## config.mk

```make
export PLATFORM = sky130hd
export DESIGN_NAME = flv_tag_stream_parser_flat
export DESIGN_NICKNAME = d
export VERILOG_FILES = /design/src/design/fsp_pkg.sv /design/src/design/fsp_if.sv /design/src/design/flv_tag_stream_parser.sv /design/src/design/fsp_core.sv /design/src/flat_wrapper.sv
export SDC_FILE = /design/constraint.sdc
export NUM_CORES = 1
export LEC_CHECK = 0
export BUFFER_PORTS_ARGS = -buffer_cell sky130_fd_sc_hd__buf_2
export CORE_MARGIN = 2
export CORE_UTILIZATION = 35
export DETAILED_ROUTE_END_ITERATION = 16
export PLACE_DENSITY_LB_ADDON = 0.2
export SYNTH_ARGS = -nofsm -noshare
export SYNTH_HDL_FRONTEND = slang
export SYNTH_SLANG_ARGS = --single-unit
export TNS_END_PERCENT = 30
```

## constraint.sdc

```tcl
create_clock -name clk -period 26.1 [get_ports clk]
set_input_delay 5.22 -clock clk [delete_from_list [all_inputs] [get_ports clk]]
set_output_delay 5.22 -clock clk [all_outputs]
set_load 0.05 [all_outputs]
```

## src/design/fsp_pkg.sv

```systemverilog
// ----------------------------------------------------------------------------
// fsp_pkg
// Shared types and codes for the FLV tag stream parser.
// ----------------------------------------------------------------------------
package fsp_pkg;

    localparam int TAG_HEADER_BYTES  = 11;
    localparam int FILE_HEADER_BYTES = 9;

    localparam int CFG_INDEX_W = 2;
    localparam int CFG_DATA_W  = 32;

    localparam logic [CFG_INDEX_W-1:0] CFG_FIRST_TAG = 2'd0;
    localparam logic [CFG_INDEX_W-1:0] CFG_LAST_TAG  = 2'd1;

    localparam logic [31:0] FLV_SIGNATURE = 32'h464C_5601;

    localparam logic [4:0] TYPE_AUDIO  = 5'd8;
    localparam logic [4:0] TYPE_VIDEO  = 5'd9;
    localparam logic [4:0] TYPE_SCRIPT = 5'd18;
    localparam logic [3:0] CODEC_AAC   = 4'd10;
    localparam logic [3:0] CODEC_AVC   = 4'd7;
    localparam logic [7:0] AVC_PKT_NALU = 8'd1;

    // parser phases
    localparam logic [3:0] PH_FILE  = 4'd0;
    localparam logic [3:0] PH_PREV0 = 4'd1;
    localparam logic [3:0] PH_PREV  = 4'd2;
    localparam logic [3:0] PH_TAG   = 4'd3;
    localparam logic [3:0] PH_SKIP  = 4'd4;
    localparam logic [3:0] PH_AUD   = 4'd5;
    localparam logic [3:0] PH_VID   = 4'd6;
    localparam logic [3:0] PH_NLEN  = 4'd7;
    localparam logic [3:0] PH_NHDR  = 4'd8;
    localparam logic [3:0] PH_NBODY = 4'd9;
    localparam logic [3:0] PH_FAIL  = 4'd10;

    // event codes
    localparam logic [3:0] EV_FILE_HDR   = 4'd0;
    localparam logic [3:0] EV_TAG_HDR    = 4'd1;
    localparam logic [3:0] EV_AUDIO      = 4'd2;
    localparam logic [3:0] EV_VIDEO      = 4'd3;
    localparam logic [3:0] EV_NALU       = 4'd4;
    localparam logic [3:0] EV_BAD_SIG    = 4'd5;
    localparam logic [3:0] EV_BAD_OFFSET = 4'd6;
    localparam logic [3:0] EV_PREV_SIZE  = 4'd7;
    localparam logic [3:0] EV_BAD_TYPE   = 4'd8;
    localparam logic [3:0] EV_TOO_SHORT  = 4'd9;
    localparam logic [3:0] EV_NALU_SIZE  = 4'd10;
    localparam logic [3:0] EV_NALU_FRAME = 4'd11;
    localparam logic [3:0] EV_TRUNCATED  = 4'd12;
    localparam logic [3:0] EV_RANGE_END  = 4'd13;
    localparam logic [3:0] EV_EOS        = 4'd14;

    // how many field groups an event carries
    localparam logic [1:0] LVL_INDEX = 2'd0;
    localparam logic [1:0] LVL_TAG   = 2'd1;
    localparam logic [1:0] LVL_MEDIA = 2'd2;
    localparam logic [1:0] LVL_NALU  = 2'd3;

    typedef struct packed {
        logic [3:0]  event_res;
        logic [4:0]  tag_type;
        logic [31:0] tag_index;
        logic [23:0] tag_data_len;
        logic [31:0] time_stamp;
        logic [3:0]  codec_id;
        logic [3:0]  media_flags;
        logic [7:0]  packet_type;
        logic [23:0] cts_offset;
        logic [31:0] nal_length;
        logic [1:0]  nalu_ref_idc;
        logic [4:0]  nalu_type;
    } fsp_result_t;

    typedef struct packed {
        logic [31:0] first_tag_index;
        logic [31:0] last_tag_index;
    } fsp_cfg_t;

endpackage

```

## src/design/fsp_if.sv

```systemverilog
// ----------------------------------------------------------------------------
// fsp_if
// Byte request channel and event request channel of the parser.
// ----------------------------------------------------------------------------
interface fsp_in_if;
    logic       valid;
    logic       ready;
    logic [7:0] data_byte;
    logic       end_of_stream;

    modport source (output valid, output data_byte, output end_of_stream, input ready);
    modport sink   (input valid, input data_byte, input end_of_stream, output ready);
endinterface

interface fsp_out_if;
    logic        valid;
    logic        ready;
    logic [3:0]  event_res;
    logic [4:0]  tag_type;
    logic [31:0] tag_index;
    logic [23:0] tag_data_len;
    logic [31:0] time_stamp;
    logic [3:0]  codec_id;
    logic [3:0]  media_flags;
    logic [7:0]  packet_type;
    logic [23:0] cts_offset;
    logic [31:0] nal_length;
    logic [1:0]  nalu_ref_idc;
    logic [4:0]  nalu_type;

    modport source (output valid, output event_res, output tag_type, output tag_index,
                    output tag_data_len, output time_stamp, output codec_id,
                    output media_flags, output packet_type, output cts_offset,
                    output nal_length, output nalu_ref_idc, output nalu_type,
                    input ready);
    modport sink   (input valid, input event_res, input tag_type, input tag_index,
                    input tag_data_len, input time_stamp, input codec_id,
                    input media_flags, input packet_type, input cts_offset,
                    input nal_length, input nalu_ref_idc, input nalu_type,
                    output ready);
endinterface

```

## src/design/flv_tag_stream_parser.sv

```systemverilog
// ----------------------------------------------------------------------------
// flv_tag_stream_parser
// Path: a byte taken on the request channel passes the input register and
// the decode step into the event register.
// Throughput: one byte per cycle; the decode step between the input and
// event registers holds only while the event register is full and stalled.
// Reset: asynchronous, active low; parser returns to the file header and
// the range registers to first 0, last all ones.
// ----------------------------------------------------------------------------
module flv_tag_stream_parser (
    input  logic                               clk,
    input  logic                               rst_n,
    fsp_in_if.sink                             in_item,
    fsp_out_if.source                          out_item,
    input  logic                               cfg_we,
    input  logic [fsp_pkg::CFG_INDEX_W-1:0]    cfg_index,
    input  logic [fsp_pkg::CFG_DATA_W-1:0]     cfg_data
);
    import fsp_pkg::*;

    fsp_cfg_t    cfg_reg;
    logic        in_vld_reg;
    logic [7:0]  in_byte_reg;
    logic        in_eos_reg;
    logic        out_vld_reg;
    fsp_result_t out_reg;
    logic        advance;
    logic        res_valid;
    fsp_result_t res;

    assign advance       = in_vld_reg && (!out_vld_reg || out_item.ready);
    assign in_item.ready = !in_vld_reg || advance;

    always_ff @(posedge clk or negedge rst_n)
    begin
        if (!rst_n) begin
            cfg_reg.first_tag_index <= 32'd0;
            cfg_reg.last_tag_index  <= 32'hFFFF_FFFF;
        end else if (cfg_we) begin
            unique case (cfg_index)
                CFG_FIRST_TAG: cfg_reg.first_tag_index <= cfg_data;
                CFG_LAST_TAG:  cfg_reg.last_tag_index  <= cfg_data;
                default: ;
            endcase
        end
    end

    always_ff @(posedge clk or negedge rst_n)
    begin
        if (!rst_n) begin
            in_vld_reg  <= 1'b0;
            out_vld_reg <= 1'b0;
        end else begin
            if (in_item.ready)
                in_vld_reg <= in_item.valid;
            if (advance && res_valid)
                out_vld_reg <= 1'b1;
            else if (out_item.ready)
                out_vld_reg <= 1'b0;
        end
    end

    always_ff @(posedge clk)
    begin
        if (in_item.ready && in_item.valid) begin
            in_byte_reg <= in_item.data_byte;
            in_eos_reg  <= in_item.end_of_stream;
        end
        if (advance && res_valid)
            out_reg <= res;
    end

    fsp_core u_core (
        .clk           (clk),
        .rst_n         (rst_n),
        .step          (advance),
        .data_byte     (in_byte_reg),
        .end_of_stream (in_eos_reg),
        .cfg           (cfg_reg),
        .res_valid     (res_valid),
        .res           (res)
    );

    assign out_item.valid        = out_vld_reg;
    assign out_item.event_res    = out_reg.event_res;
    assign out_item.tag_type     = out_reg.tag_type;
    assign out_item.tag_index    = out_reg.tag_index;
    assign out_item.tag_data_len = out_reg.tag_data_len;
    assign out_item.time_stamp   = out_reg.time_stamp;
    assign out_item.codec_id     = out_reg.codec_id;
    assign out_item.media_flags  = out_reg.media_flags;
    assign out_item.packet_type  = out_reg.packet_type;
    assign out_item.cts_offset   = out_reg.cts_offset;
    assign out_item.nal_length   = out_reg.nal_length;
    assign out_item.nalu_ref_idc = out_reg.nalu_ref_idc;
    assign out_item.nalu_type    = out_reg.nalu_type;

endmodule

```

## src/design/fsp_core.sv

```systemverilog
// ----------------------------------------------------------------------------
// fsp_core
// Parser state and the per-byte decode step; one byte per enabled cycle.
// ----------------------------------------------------------------------------
module fsp_core (
    input  logic                clk,
    input  logic                rst_n,
    input  logic                step,
    input  logic [7:0]          data_byte,
    input  logic                end_of_stream,
    input  fsp_pkg::fsp_cfg_t   cfg,
    output logic                res_valid,
    output fsp_pkg::fsp_result_t res
);
    import fsp_pkg::*;

    logic [3:0]  phase_reg, phase_next;
    logic [3:0]  cnt_reg, cnt_next;
    logic [31:0] shift_reg, shift_next;
    logic [23:0] tag_left_reg, tag_left_next;
    logic [23:0] nalu_left_reg, nalu_left_next;
    logic [31:0] tag_cnt_reg, tag_cnt_next;
    logic [31:0] exp_prev_reg, exp_prev_next;
    logic [4:0]  type_reg, type_next;
    logic [23:0] size_reg, size_next;
    logic [31:0] stamp_reg, stamp_next;
    logic        halted_reg, halted_next;
    logic [3:0]  pend_reg, pend_next;
    logic [3:0]  codec_reg, codec_next;
    logic [3:0]  flags_reg, flags_next;
    logic [7:0]  pkt_reg, pkt_next;
    logic [23:0] pts_reg, pts_next;
    logic [31:0] nsize_reg, nsize_next;
    logic [1:0]  nref_reg, nref_next;
    logic [4:0]  ntype_reg, ntype_next;

    logic [3:0]  ev;
    logic [1:0]  lvl;
    logic        file_evt;
    logic [23:0] left;

    always_comb
    begin
        phase_next     = phase_reg;
        cnt_next       = cnt_reg;
        shift_next     = shift_reg;
        tag_left_next  = tag_left_reg;
        nalu_left_next = nalu_left_reg;
        tag_cnt_next   = tag_cnt_reg;
        exp_prev_next  = exp_prev_reg;
        type_next      = type_reg;
        size_next      = size_reg;
        stamp_next     = stamp_reg;
        halted_next    = halted_reg;
        pend_next      = pend_reg;
        codec_next     = codec_reg;
        flags_next     = flags_reg;
        pkt_next       = pkt_reg;
        pts_next       = pts_reg;
        nsize_next     = nsize_reg;
        nref_next      = nref_reg;
        ntype_next     = ntype_reg;
        res_valid      = 1'b0;
        ev             = EV_FILE_HDR;
        lvl            = LVL_INDEX;
        file_evt       = 1'b0;
        left           = tag_left_reg;

        if (!halted_reg) begin
            if (end_of_stream) begin
                res_valid   = 1'b1;
                halted_next = 1'b1;
                if (phase_reg == PH_FAIL)
                    ev = pend_reg;
                else if (cnt_reg == 4'd0 && (phase_reg == PH_PREV0 ||
                         phase_reg == PH_PREV || phase_reg == PH_TAG))
                    ev = EV_EOS;
                else
                    ev = EV_TRUNCATED;
            end else begin
                unique case (phase_reg) inside
                    PH_FILE:
                    begin
                        if (cnt_reg != 4'd4)
                            shift_next = {shift_reg[23:0], data_byte};
                        if (cnt_reg == 4'd3 && shift_next != FLV_SIGNATURE) begin
                            res_valid = 1'b1; halted_next = 1'b1; ev = EV_BAD_SIG;
                        end else begin
                            if (cnt_reg == 4'd4)
                                flags_next = {1'b0, data_byte[2], 1'b0, data_byte[0]};
                            if (cnt_reg == 4'd8) begin
                                res_valid = 1'b1;
                                if (shift_next != 32'(FILE_HEADER_BYTES)) begin
                                    halted_next = 1'b1; ev = EV_BAD_OFFSET;
                                end else begin
                                    phase_next = PH_PREV0;
                                    cnt_next   = 4'd0;
                                    ev         = EV_FILE_HDR;
                                    file_evt   = 1'b1;
                                    flags_next = 4'd0;
                                end
                            end else begin
                                cnt_next = cnt_reg + 4'd1;
                            end
                        end
                    end
                    PH_PREV0, PH_PREV:
                    begin
                        shift_next = {shift_reg[23:0], data_byte};
                        if (cnt_reg < 4'd3) begin
                            cnt_next = cnt_reg + 4'd1;
                        end else begin
                            cnt_next = 4'd0;
                            if (shift_next != exp_prev_reg) begin
                                res_valid = 1'b1; halted_next = 1'b1; ev = EV_PREV_SIZE;
                            end else begin
                                tag_cnt_next = tag_cnt_reg + 32'd1;
                                if (phase_reg == PH_PREV && tag_cnt_next > cfg.last_tag_index)
                                begin
                                    res_valid = 1'b1; halted_next = 1'b1; ev = EV_RANGE_END;
                                end else begin
                                    phase_next = PH_TAG;
                                end
                            end
                        end
                    end
                    PH_TAG:
                    begin
                        case (cnt_reg) inside
                            4'd0:
                            begin
                                type_next  = data_byte[4:0];
                                size_next  = 24'd0;
                                stamp_next = 32'd0;
                            end
                            4'd1, 4'd2, 4'd3: size_next = {size_reg[15:0], data_byte};
                            4'd4, 4'd5, 4'd6: stamp_next = {8'd0, stamp_reg[15:0], data_byte};
                            4'd7: stamp_next = {stamp_reg[31:24] | data_byte, stamp_reg[23:0]};
                            default: ;
                        endcase
                        if (cnt_reg < 4'(TAG_HEADER_BYTES - 1)) begin
                            cnt_next = cnt_reg + 4'd1;
                        end else begin
                            cnt_next      = 4'd0;
                            exp_prev_next = 32'(TAG_HEADER_BYTES) + {8'd0, size_reg};
                            tag_left_next = size_reg;
                            codec_next = 4'd0; flags_next = 4'd0; pkt_next = 8'd0;
                            pts_next   = 24'd0; nsize_next = 32'd0;
                            nref_next  = 2'd0; ntype_next = 5'd0;
                            if (tag_cnt_reg < cfg.first_tag_index) begin
                                phase_next = (size_reg != 24'd0) ? PH_SKIP : PH_PREV;
                            end else begin
                                res_valid = 1'b1;
                                ev        = EV_TAG_HDR;
                                lvl       = LVL_TAG;
                                // errors on this tag go out on the next request
                                if (type_reg == TYPE_AUDIO) begin
                                    if (size_reg < 24'd2) begin
                                        phase_next = PH_FAIL; pend_next = EV_TOO_SHORT;
                                    end else
                                        phase_next = PH_AUD;
                                end else if (type_reg == TYPE_VIDEO) begin
                                    if (size_reg < 24'd5) begin
                                        phase_next = PH_FAIL; pend_next = EV_TOO_SHORT;
                                    end else
                                        phase_next = PH_VID;
                                end else if (type_reg == TYPE_SCRIPT) begin
                                    phase_next = (size_reg != 24'd0) ? PH_SKIP : PH_PREV;
                                end else begin
                                    phase_next = PH_FAIL; pend_next = EV_BAD_TYPE;
                                end
                            end
                        end
                    end
                    PH_FAIL:
                    begin
                        res_valid = 1'b1; halted_next = 1'b1; ev = pend_reg;
                    end
                    default:
                    begin
                        tag_left_next = left - 24'd1;
                        case (phase_reg)
                            PH_AUD:
                            begin
                                if (cnt_reg == 4'd0) begin
                                    codec_next = data_byte[7:4];
                                    flags_next = data_byte[3:0];
                                    if (data_byte[7:4] == CODEC_AAC)
                                        cnt_next = 4'd1;
                                    else begin
                                        phase_next = PH_SKIP;
                                        res_valid = 1'b1; ev = EV_AUDIO; lvl = LVL_MEDIA;
                                    end
                                end else begin
                                    pkt_next   = data_byte;
                                    cnt_next   = 4'd0;
                                    phase_next = PH_SKIP;
                                    res_valid = 1'b1; ev = EV_AUDIO; lvl = LVL_MEDIA;
                                end
                            end
                            PH_VID:
                            begin
                                if (cnt_reg == 4'd0) begin
                                    flags_next = data_byte[7:4];
                                    codec_next = data_byte[3:0];
                                    if (data_byte[3:0] == CODEC_AVC)
                                        cnt_next = 4'd1;
                                    else begin
                                        phase_next = PH_SKIP;
                                        res_valid = 1'b1; ev = EV_VIDEO; lvl = LVL_MEDIA;
                                    end
                                end else if (cnt_reg == 4'd1) begin
                                    pkt_next = data_byte;
                                    cnt_next = 4'd2;
                                end else begin
                                    pts_next = {pts_reg[15:0], data_byte};
                                    if (cnt_reg < 4'd4)
                                        cnt_next = cnt_reg + 4'd1;
                                    else begin
                                        cnt_next   = 4'd0;
                                        phase_next = (pkt_reg == AVC_PKT_NALU) ? PH_NLEN
                                                                               : PH_SKIP;
                                        res_valid = 1'b1; ev = EV_VIDEO; lvl = LVL_MEDIA;
                                    end
                                end
                            end
                            PH_NLEN:
                            begin
                                if (cnt_reg == 4'd0 && left <= 24'd4) begin
                                    res_valid = 1'b1; halted_next = 1'b1; ev = EV_NALU_FRAME;
                                end else begin
                                    shift_next = {shift_reg[23:0], data_byte};
                                    if (cnt_reg < 4'd3)
                                        cnt_next = cnt_reg + 4'd1;
                                    else begin
                                        cnt_next = 4'd0;
                                        if (shift_next > {8'd0, tag_left_next}) begin
                                            res_valid = 1'b1; halted_next = 1'b1;
                                            ev = EV_NALU_SIZE;
                                        end else if (shift_next == 32'd0) begin
                                            res_valid = 1'b1; halted_next = 1'b1;
                                            ev = EV_NALU_FRAME;
                                        end else begin
                                            nsize_next = shift_next;
                                            nref_next  = 2'd0;
                                            ntype_next = 5'd0;
                                            phase_next = PH_NHDR;
                                        end
                                    end
                                end
                            end
                            PH_NHDR:
                            begin
                                nref_next      = data_byte[6:5];
                                ntype_next     = data_byte[4:0];
                                nalu_left_next = nsize_reg[23:0] - 24'd1;
                                phase_next     = (nalu_left_next != 24'd0) ? PH_NBODY : PH_NLEN;
                                res_valid = 1'b1; ev = EV_NALU; lvl = LVL_NALU;
                            end
                            PH_NBODY:
                            begin
                                nalu_left_next = nalu_left_reg - 24'd1;
                                if (nalu_left_next == 24'd0)
                                    phase_next = PH_NLEN;
                            end
                            default: ;
                        endcase
                        // tag payload used up: back to the size word
                        if (!halted_next && tag_left_next == 24'd0) begin
                            phase_next = PH_PREV;
                            cnt_next   = 4'd0;
                        end
                    end
                endcase
            end
        end
    end

    always_comb
    begin
        res              = '0;
        res.event_res    = ev;
        res.tag_index    = tag_cnt_next;
        if (lvl != LVL_INDEX) begin
            res.tag_type     = type_next;
            res.tag_data_len = size_next;
            res.time_stamp   = stamp_next;
        end
        if (lvl == LVL_MEDIA || lvl == LVL_NALU) begin
            res.codec_id    = codec_next;
            res.media_flags = flags_next;
            res.packet_type = pkt_next;
            res.cts_offset  = pts_next;
        end
        if (lvl == LVL_NALU) begin
            res.nal_length   = nsize_next;
            res.nalu_ref_idc = nref_next;
            res.nalu_type    = ntype_next;
        end
        if (file_evt)
            res.media_flags = flags_reg;
    end

    always_ff @(posedge clk or negedge rst_n)
    begin
        if (!rst_n) begin
            phase_reg     <= PH_FILE;
            cnt_reg       <= 4'd0;
            shift_reg     <= 32'd0;
            tag_left_reg  <= 24'd0;
            nalu_left_reg <= 24'd0;
            tag_cnt_reg   <= 32'd0;
            exp_prev_reg  <= 32'd0;
            type_reg      <= 5'd0;
            size_reg      <= 24'd0;
            stamp_reg     <= 32'd0;
            halted_reg    <= 1'b0;
            pend_reg      <= 4'd0;
            codec_reg     <= 4'd0;
            flags_reg     <= 4'd0;
            pkt_reg       <= 8'd0;
            pts_reg       <= 24'd0;
            nsize_reg     <= 32'd0;
            nref_reg      <= 2'd0;
            ntype_reg     <= 5'd0;
        end else if (step) begin
            phase_reg     <= phase_next;
            cnt_reg       <= cnt_next;
            shift_reg     <= shift_next;
            tag_left_reg  <= tag_left_next;
            nalu_left_reg <= nalu_left_next;
            tag_cnt_reg   <= tag_cnt_next;
            exp_prev_reg  <= exp_prev_next;
            type_reg      <= type_next;
            size_reg      <= size_next;
            stamp_reg     <= stamp_next;
            halted_reg    <= halted_next;
            pend_reg      <= pend_next;
            codec_reg     <= codec_next;
            flags_reg     <= flags_next;
            pkt_reg       <= pkt_next;
            pts_reg       <= pts_next;
            nsize_reg     <= nsize_next;
            nref_reg      <= nref_next;
            ntype_reg     <= ntype_next;
        end
    end

endmodule

```

## src/flat_wrapper.sv

```systemverilog
// flat-port wrapper written by rule: the top's interface ports become plain ports
module flv_tag_stream_parser_flat import fsp_pkg::*;
  (clk, rst_n, cfg_we, cfg_index, cfg_data, in_item_valid, in_item_data_byte, in_item_end_of_stream, in_item_ready, out_item_valid, out_item_event_res, out_item_tag_type, out_item_tag_index, out_item_tag_data_len, out_item_time_stamp, out_item_codec_id, out_item_media_flags, out_item_packet_type, out_item_cts_offset, out_item_nal_length, out_item_nalu_ref_idc, out_item_nalu_type, out_item_ready);
  fsp_in_if in_item_i ();
  fsp_out_if out_item_i ();
  input  logic clk;
  input  logic rst_n;
  input  logic cfg_we;
  input  logic [fsp_pkg::CFG_INDEX_W-1:0] cfg_index;
  input  logic [fsp_pkg::CFG_DATA_W-1:0] cfg_data;
  input wire logic [$bits(in_item_i.valid)-1:0] in_item_valid;
  input wire logic [$bits(in_item_i.data_byte)-1:0] in_item_data_byte;
  input wire logic [$bits(in_item_i.end_of_stream)-1:0] in_item_end_of_stream;
  output wire logic [$bits(in_item_i.ready)-1:0] in_item_ready;
  output wire logic [$bits(out_item_i.valid)-1:0] out_item_valid;
  output wire logic [$bits(out_item_i.event_res)-1:0] out_item_event_res;
  output wire logic [$bits(out_item_i.tag_type)-1:0] out_item_tag_type;
  output wire logic [$bits(out_item_i.tag_index)-1:0] out_item_tag_index;
  output wire logic [$bits(out_item_i.tag_data_len)-1:0] out_item_tag_data_len;
  output wire logic [$bits(out_item_i.time_stamp)-1:0] out_item_time_stamp;
  output wire logic [$bits(out_item_i.codec_id)-1:0] out_item_codec_id;
  output wire logic [$bits(out_item_i.media_flags)-1:0] out_item_media_flags;
  output wire logic [$bits(out_item_i.packet_type)-1:0] out_item_packet_type;
  output wire logic [$bits(out_item_i.cts_offset)-1:0] out_item_cts_offset;
  output wire logic [$bits(out_item_i.nal_length)-1:0] out_item_nal_length;
  output wire logic [$bits(out_item_i.nalu_ref_idc)-1:0] out_item_nalu_ref_idc;
  output wire logic [$bits(out_item_i.nalu_type)-1:0] out_item_nalu_type;
  input wire logic [$bits(out_item_i.ready)-1:0] out_item_ready;
  assign in_item_i.valid = in_item_valid;
  assign in_item_i.data_byte = in_item_data_byte;
  assign in_item_i.end_of_stream = in_item_end_of_stream;
  assign in_item_ready = in_item_i.ready;
  assign out_item_valid = out_item_i.valid;
  assign out_item_event_res = out_item_i.event_res;
  assign out_item_tag_type = out_item_i.tag_type;
  assign out_item_tag_index = out_item_i.tag_index;
  assign out_item_tag_data_len = out_item_i.tag_data_len;
  assign out_item_time_stamp = out_item_i.time_stamp;
  assign out_item_codec_id = out_item_i.codec_id;
  assign out_item_media_flags = out_item_i.media_flags;
  assign out_item_packet_type = out_item_i.packet_type;
  assign out_item_cts_offset = out_item_i.cts_offset;
  assign out_item_nal_length = out_item_i.nal_length;
  assign out_item_nalu_ref_idc = out_item_i.nalu_ref_idc;
  assign out_item_nalu_type = out_item_i.nalu_type;
  assign out_item_i.ready = out_item_ready;
  flv_tag_stream_parser u_core (.clk(clk), .rst_n(rst_n), .in_item(in_item_i), .out_item(out_item_i), .cfg_we(cfg_we), .cfg_index(cfg_index), .cfg_data(cfg_data));
endmodule
```

After elaboration in Yosys (flattened, before gate mapping)
Index checks and enable logic that the tools add are counted. W data, S select, Z words.

Register bits: 548. Output and inout port bits: 178. Word-level logic and storage cells: 377.

Add/sub/neg operators: 6. Order comparisons: 9. Eq/ne operators: 53. Muxes and demuxes: 217. Bitwise logic cells: 9. Reduce and logical (&&, ||, !) cells: 46.

Operator list (count): $mux W32 (26); $mux W24 (12); $mux W4 (71); $pmux W24 S2 (3); $pmux W32 S3 (1); $sub A24 B1 Y24 const B (3); $pmux W32 S2 (1); $pmux W4 S4 (4); $mux W5 (11); $logic_not A24 Y1 (2); $mux W8 (6); $reduce_bool A24 Y1 (2); $mux W2 (22); $ne A7 B7 Y1 const B (6); $mux W1 (38); $mux W36 (1); $add A32 B1 Y32 const B (1); $eq A4 B3 Y1 const B (8); $gt A32 B24 Y1 (1); $gt A32 B32 Y1 (1); $logic_not A32 Y1 (1); $lt A32 B32 Y1 (1); $ne A32 B31 Y1 const B (1); $ne A32 B32 Y1 (1); other kinds (54) (116).

Depth between registers and ports, before layout
Word-level depth: 14. Gate-level depth with buffers: 21. Depth with buffers taken out: 19.

Modules after synthesis
A second synthesis with hierarchy kept.

Cell total of the unflattened synthesis: 2788. Area, all modules: 28313.4 µm².

Modules (own cells, without submodules): fsp_core (instances 1, cells each 2457, area each 20205.6 µm², sequential area each 7206.9 µm²); flv_tag_stream_parser (instances 1, cells each 331, area each 8107.8 µm², sequential area each 7247.0 µm²).

Least setup slack after synthesis
No wires, ideal clock.

Path kind: input -> register. Start: input port out_item_ready. End: register u_core.out_reg (netlist bit u_core.out_item.codec_id[0]), enable pin. Data arrival time: 14.574 ns. Required time: 25.288 ns. Path slack: 10.714 ns. Cell stages on the path: 6. Buffers on the path: 1. Cell sequence: inv_1 > nand2_1 > and2_1 > clkbuf_1 > nand2b_1 > a41oi_1.

Word-level cells in the longest chain between the ends: 3.

Ends and longest elaborated chain: start, declared (RTL line flat_wrapper.sv:28) `input wire logic [$bits(out_item_i.ready)-1:0] out_item_ready;`; $logic_or A1 B1 Y1 (RTL line flv_tag_stream_parser.sv:31) `assign advance = in_vld_reg && (!out_vld_reg || out_item.ready);`; $logic_and A1 B1 Y1 (RTL line flv_tag_stream_parser.sv:31); $logic_and A1 B1 Y1 (RTL line flv_tag_stream_parser.sv:69) `if (advance && res_valid)`; end signal, assigned (RTL line flv_tag_stream_parser.sv:70) `out_reg <= res;`; end, declared (RTL line flv_tag_stream_parser.sv:26) `fsp_result_t out_reg;`.

No other way between the ends. A chain may end at the register's enable or synchronous reset.

Final worst setup path
Start: input port out_item_ready. End: output port in_item_ready.

Word-level cells in the longest chain between the ends: 3.

Ends and longest elaborated chain: $logic_or A1 B1 Y1 (RTL line flv_tag_stream_parser.sv:31); $logic_and A1 B1 Y1 (RTL line flv_tag_stream_parser.sv:31); $logic_or A1 B1 Y1 (RTL line flv_tag_stream_parser.sv:32) `assign in_item.ready = !in_vld_reg || advance;`; end, declared (RTL line flat_wrapper.sv:14) `output wire logic [$bits(in_item_i.ready)-1:0] in_item_ready;`.

No other way between the ends.

==> results_dict.tcl <==
set metrics [dict create \
    power_density_relative_to_cell_area_nw_per_um2 60.3 \
    ys_seq_elements 535 \
    ios 226 \
    hold_violations_final 0 \
    die_h_um 288 \
    worst-path-stages 4 \
    placement.setup.worst_slack_ps 15120 \
    route.detailed.drc 0 \
    post_synth_and_or_nand_nor_area_fraction_pct 16.8 \
    final_net_count 3137 \
    cts-htree-levels 2 \
    power.share.switching_pct 25.9 \
    core-area_um2 80300 \
    synth-seq-area-share_pct 50.7 \
    proportion_of_power_drawn_by_combinational_gates_pct 8.5 \
    crit_family "buffers and inverters" \
    timing_worst_slew_pin_value_ps 1090 \
    fin_hold_ws_ps 478 \
    grt_pass1_wl_um 133000 \
    critPathLaunch "out_item_ready" \
    setup.worst_path.class "in2out" \
    reg2reg_launch_point "u_core.u_core.tag_cnt_reg[0]" \
    via_per_inst 5.46 \
    ys.flop_type "sky130_fd_sc_hd__dfrtp_1" \
    post_synth_top_area_cell "sky130_fd_sc_hd__dfrtp_1" \
    worst_skew_pair.late_latency_ps 650 \
    routed_wl_um 86700 \
    avgSynthCellArea_um2 9.90 \
    route.detailed.wl_per_inst_um 21.1 \
    cts.clk_slew.worst_paths_ps 60 \
    fp.dieArea_um2 83100 \
    synthXorXnorAreaFrac_pct 5.70 \
    f_max_mhz 91.1 \
    synth-edff-count 185 \
    synth_compound_area_share_pct 15.4 \
    post_synth_instance_area_um2 28300 \
    cts_inserted_buffers 61 \
    largest_register_ff_count 64 \
    insertedDiodeCount 0 \
    synthCells 2859 \
    timing.final.max_slew_violations 0 \
    rsz_0062_raised_after_global_routing "false" \
    buf_inv_on_cp 3 \
    synth_top_family_by_area "simple AND/OR/NAND/NOR gates" \
    grt_start_max_net_pins 155 \
    clock_power_share_pct 43.9 \
    syn2layout_area_growth_pct 14.4 \
    worstPathMaxFanout 3 \
    async_reset_ff_share_pct 65.4 \
    worst_hold_path_type "reg2reg" \
    globalRouteTotalUtil_pct 20.4 \
    crit_path_top_cell_by_count "sky130_fd_sc_hd__buf_2" \
    synth-adder-area-share_pct 4.42 \
    die_w_um 288 \
    dp_hpwl_um 59600 \
    seqPwrFrac_pct 47.6 \
    synthDominantCellAreaShare_pct 28.1 \
    post_route_skew_ps 31.8 \
    initial_utilization_pct 35.2 \
    setup.worst_path.start_class "input pin" \
    cp.arrival_ps 5750 \
    p_leak_nw 13.8 \
    post-layout-total-power_mw 1.95 \
    globalRouteOverflowTotal 0 \
    final_layout_size_suffix_gt1_share_pct 16.8 \
    cts.hold.buffers_added 0 \
    dr.pass1.iters 6 \
    synth.area.top_cells "sky130_fd_sc_hd__dfrtp_1 (28%), sky130_fd_sc_hd__edfxtp_1 (20%), sky130_fd_sc_hd__nand2_1 (5.3%)" \
    power.net_switching_mw 0.505 \
    synth.yosys.warnings 0 \
    timing.critical_path.required_ps 20880 \
    setup_slack_ps 15130 \
    post-route-period-util_pct 42.0 \
    cts_setup_buffers 0 \
    timing.critical_path.slowest_stage_cell "sky130_fd_sc_hd__buf_2" \
    cp_slowest_stage_delay_ps 230 \
    worst_r2r_path_depth 16 \
    vias 22399 \
    cts-root-to-sink-buffers 3 \
    critPathCaptureType "output port" \
    worstPathCellList "buf_2 -> inv_1 -> nand3_1 -> buf_2" \
    timing.max_cap.violations 0 \
    syn_nets 3007 \
    critPathCapture "in_item_ready" \
    totalNegativeSetupSlack_ps 0 \
    drt-initial-drc-count 1853 \
    normalized_max_slew_margin_pct 27.3 \
    synth.distinct_cells 90 \
    final_period_minus_worst_setup_slack_ps 10970 \
    reg2reg_setup_slack_ps 18980 \
    multiplexer_share_of_the_synthesized_area_pct 2.93 \
    p_int_mw 1.45 \
    floorplan.rows 104 \
    via_count_of_the_first_global_routing_pass 22123 \
    cts_tree "built" \
    clk_root_buffer_cell "sky130_fd_sc_hd__clkbuf_16" \
    run_status "finished, final reports clean" \
    post_cts_resize_count 0 \
    grt_antenna_before_repair 3 \
    tritoncts_num_sinks 535 \
    irDropWorstVdd_mv 0.0562 \
    postLayoutCoreUtil_pct 40.3 \
    fillerInstances 7842 \
    timing.final.setup_violations 0 \
    postRouteAntennaNets 0 \
    worstReg2RegEnd "u_core.out_item.cts_offset[5]" \
    routabilityCongestion 0.897 \
    place.port_buffers 225 \
]
==> Yosys cell counts, types with 7 or more instances <==
cell type                  number
sky130_fd_sc_hd__a31oi_1       13
sky130_fd_sc_hd__buf_1          7
sky130_fd_sc_hd__nand2_1      401
sky130_fd_sc_hd__nor2b_1        8
sky130_fd_sc_hd__nor3b_1        8
sky130_fd_sc_hd__a21o_1        18
sky130_fd_sc_hd__mux2_2        71
sky130_fd_sc_hd__edfxtp_1     185
sky130_fd_sc_hd__inv_1         91
sky130_fd_sc_hd__a22o_1       109
sky130_fd_sc_hd__o21a_1        11
sky130_fd_sc_hd__ha_1         100
sky130_fd_sc_hd__nor4_1        39
sky130_fd_sc_hd__clkbuf_1     174
sky130_fd_sc_hd__or4_1         21
sky130_fd_sc_hd__xnor2_1       90
sky130_fd_sc_hd__buf_2          8
sky130_fd_sc_hd__nand3_1       54
sky130_fd_sc_hd__and3_1        11
sky130_fd_sc_hd__or3_1         18
sky130_fd_sc_hd__a22oi_1       44
sky130_fd_sc_hd__nor3_1        65
sky130_fd_sc_hd__xor2_1        94
sky130_fd_sc_hd__nand4_1       44
sky130_fd_sc_hd__o211ai_1       7
sky130_fd_sc_hd__nor4b_1        7
sky130_fd_sc_hd__a21oi_1      219
sky130_fd_sc_hd__and2_1        31
sky130_fd_sc_hd__o31ai_1        7
sky130_fd_sc_hd__nor2_1       224
sky130_fd_sc_hd__nand2b_1      17
sky130_fd_sc_hd__o21ai_0      156
sky130_fd_sc_hd__dfrtp_1      318
sky130_fd_sc_hd__or2_2         12
sky130_fd_sc_hd__nand3b_1       9
sky130_fd_sc_hd__o22ai_1       13
sky130_fd_sc_hd__dfstp_2       32
==> how the worst min path moves through the flow <==
| stage | depth (start not counted) | start | to | slack, ps |
|---|---|---|---|---|
| after floorplan | 1 | u_core.u_core.pend_reg[3] | u_core.u_core.pend_reg[3] | 430 |
| after global placement | 1 | u_core.u_core.pend_reg[3] | u_core.u_core.pend_reg[3] | 460 |
| after detailed placement | 1 | u_core.u_core.nsize_reg[27] | u_core.u_core.nsize_reg[27] | 470 |
| after CTS | 1 | u_core.u_core.nsize_reg[29] | u_core.u_core.nsize_reg[29] | 480 |
| after global routing | 1 | u_core.u_core.pend_reg[3] | u_core.u_core.pend_reg[3] | 500 |
| final | 1 | u_core.u_core.nsize_reg[25] | u_core.u_core.nsize_reg[25] | 480 |
==> metrics by stage <==
stage          cells  cell area (µm²)
5_1_grt         4102            32400
4_1_cts         4102            32400
3_5_place_dp    3986            30300
6_report        4102            32400
2_1_floorplan   2859            28300
3_3_place_gp    3986            30300
==> final cells by class <==
| class | instances | area (µm²) | share of cell area (%) |
|---|---|---|---|
| Sequential cell | 535 | 14400 | 44.4 |
| Multi-Input combinational cell | 2036 | 12900 | 39.8 |
| Clock buffer | 73 | 1600 | 4.95 |
| Timing Repair Buffer | 264 | 1450 | 4.49 |
| Tap cell | 1060 | 1330 | 4.10 |
| Clock inverter | 43 | 414 | 1.28 |
| Inverter | 91 | 342 | 1.06 |
==> placed cells by master (no fill, tap or decap), types with 12 or more instances in the layout <==
cell,count
sky130_fd_sc_hd__buf_2,224
sky130_fd_sc_hd__a22oi_1,44
sky130_fd_sc_hd__buf_4,37
sky130_fd_sc_hd__dfstp_2,32
sky130_fd_sc_hd__mux2_2,71
sky130_fd_sc_hd__inv_1,91
sky130_fd_sc_hd__o21ai_0,156
sky130_fd_sc_hd__nand3_1,54
sky130_fd_sc_hd__a21oi_1,219
sky130_fd_sc_hd__xor2_1,94
sky130_fd_sc_hd__or2_2,12
sky130_fd_sc_hd__a31oi_1,13
sky130_fd_sc_hd__nand2b_1,17
sky130_fd_sc_hd__nand4_1,44
sky130_fd_sc_hd__nand2_1,401
sky130_fd_sc_hd__nor3_1,62
sky130_fd_sc_hd__clkbuf_16,61
sky130_fd_sc_hd__or3_1,18
sky130_fd_sc_hd__o22ai_1,13
sky130_fd_sc_hd__a22o_1,109
sky130_fd_sc_hd__and2_1,31
sky130_fd_sc_hd__ha_1,100
sky130_fd_sc_hd__dfrtp_1,318
sky130_fd_sc_hd__xnor2_1,90
sky130_fd_sc_hd__a21o_1,18
sky130_fd_sc_hd__edfxtp_1,185
sky130_fd_sc_hd__nor4_1,39
sky130_fd_sc_hd__or4_1,21
sky130_fd_sc_hd__clkinv_1,13
sky130_fd_sc_hd__nor2_1,223
==> metal layers <==
layer	global-route usage [%]	vias to the layer above	part of all wire, %
li1	-	10487	-
met1	28.0	11043	45
met5	0	-	0.0092
met2	32.4	694	46
met4	7.14	2	3.6
met3	3.75	173	5.5
==> worst reg2reg max path, cell delays in order, from the launching register on <==
cell                       delay (ps)
sky130_fd_sc_hd__dfrtp_1          520
sky130_fd_sc_hd__ha_1             290
sky130_fd_sc_hd__nand3_1          280
sky130_fd_sc_hd__or4_1            690
sky130_fd_sc_hd__nor2_1           460
sky130_fd_sc_hd__and3_1           400
sky130_fd_sc_hd__nand2_1          110
sky130_fd_sc_hd__or4_1            480
sky130_fd_sc_hd__xnor2_1          160
sky130_fd_sc_hd__ha_1             300
sky130_fd_sc_hd__nand4_1          150
sky130_fd_sc_hd__or4_1            580
sky130_fd_sc_hd__a21boi_0         220
sky130_fd_sc_hd__a31o_2           250
sky130_fd_sc_hd__o21bai_1         150
sky130_fd_sc_hd__a41oi_4          790
sky130_fd_sc_hd__buf_12           630
==> cell families (layout without fill, tap and decap cells) <==
logic type | count (synthesis) | in the layout
adders and majority gates | 100 | 100
muxes | 74 | 74
buffers and inverters | 288 | 471
AOI/OAI and AO/OA | 678 | 678
xor gates and xnor gates | 184 | 184
and+or+nand+nor | 1000 | 1000
DFF | 535 | 535
==> power by group through the flow <==
stage / Clock [mW] / Combinational [mW] / Sequential (mW)
after floorplan: 0 / 0.108 / 0.927
after global placement: 0 / 0.161 / 0.943
after detailed placement: 0 / 0.165 / 0.945
after CTS: 0.881 / 0.166 / 0.929
after global routing: 0.913 / 0.184 / 0.932
final: 0.858 / 0.165 / 0.930
No activity file was read; power rests on OpenSTA's default activity.
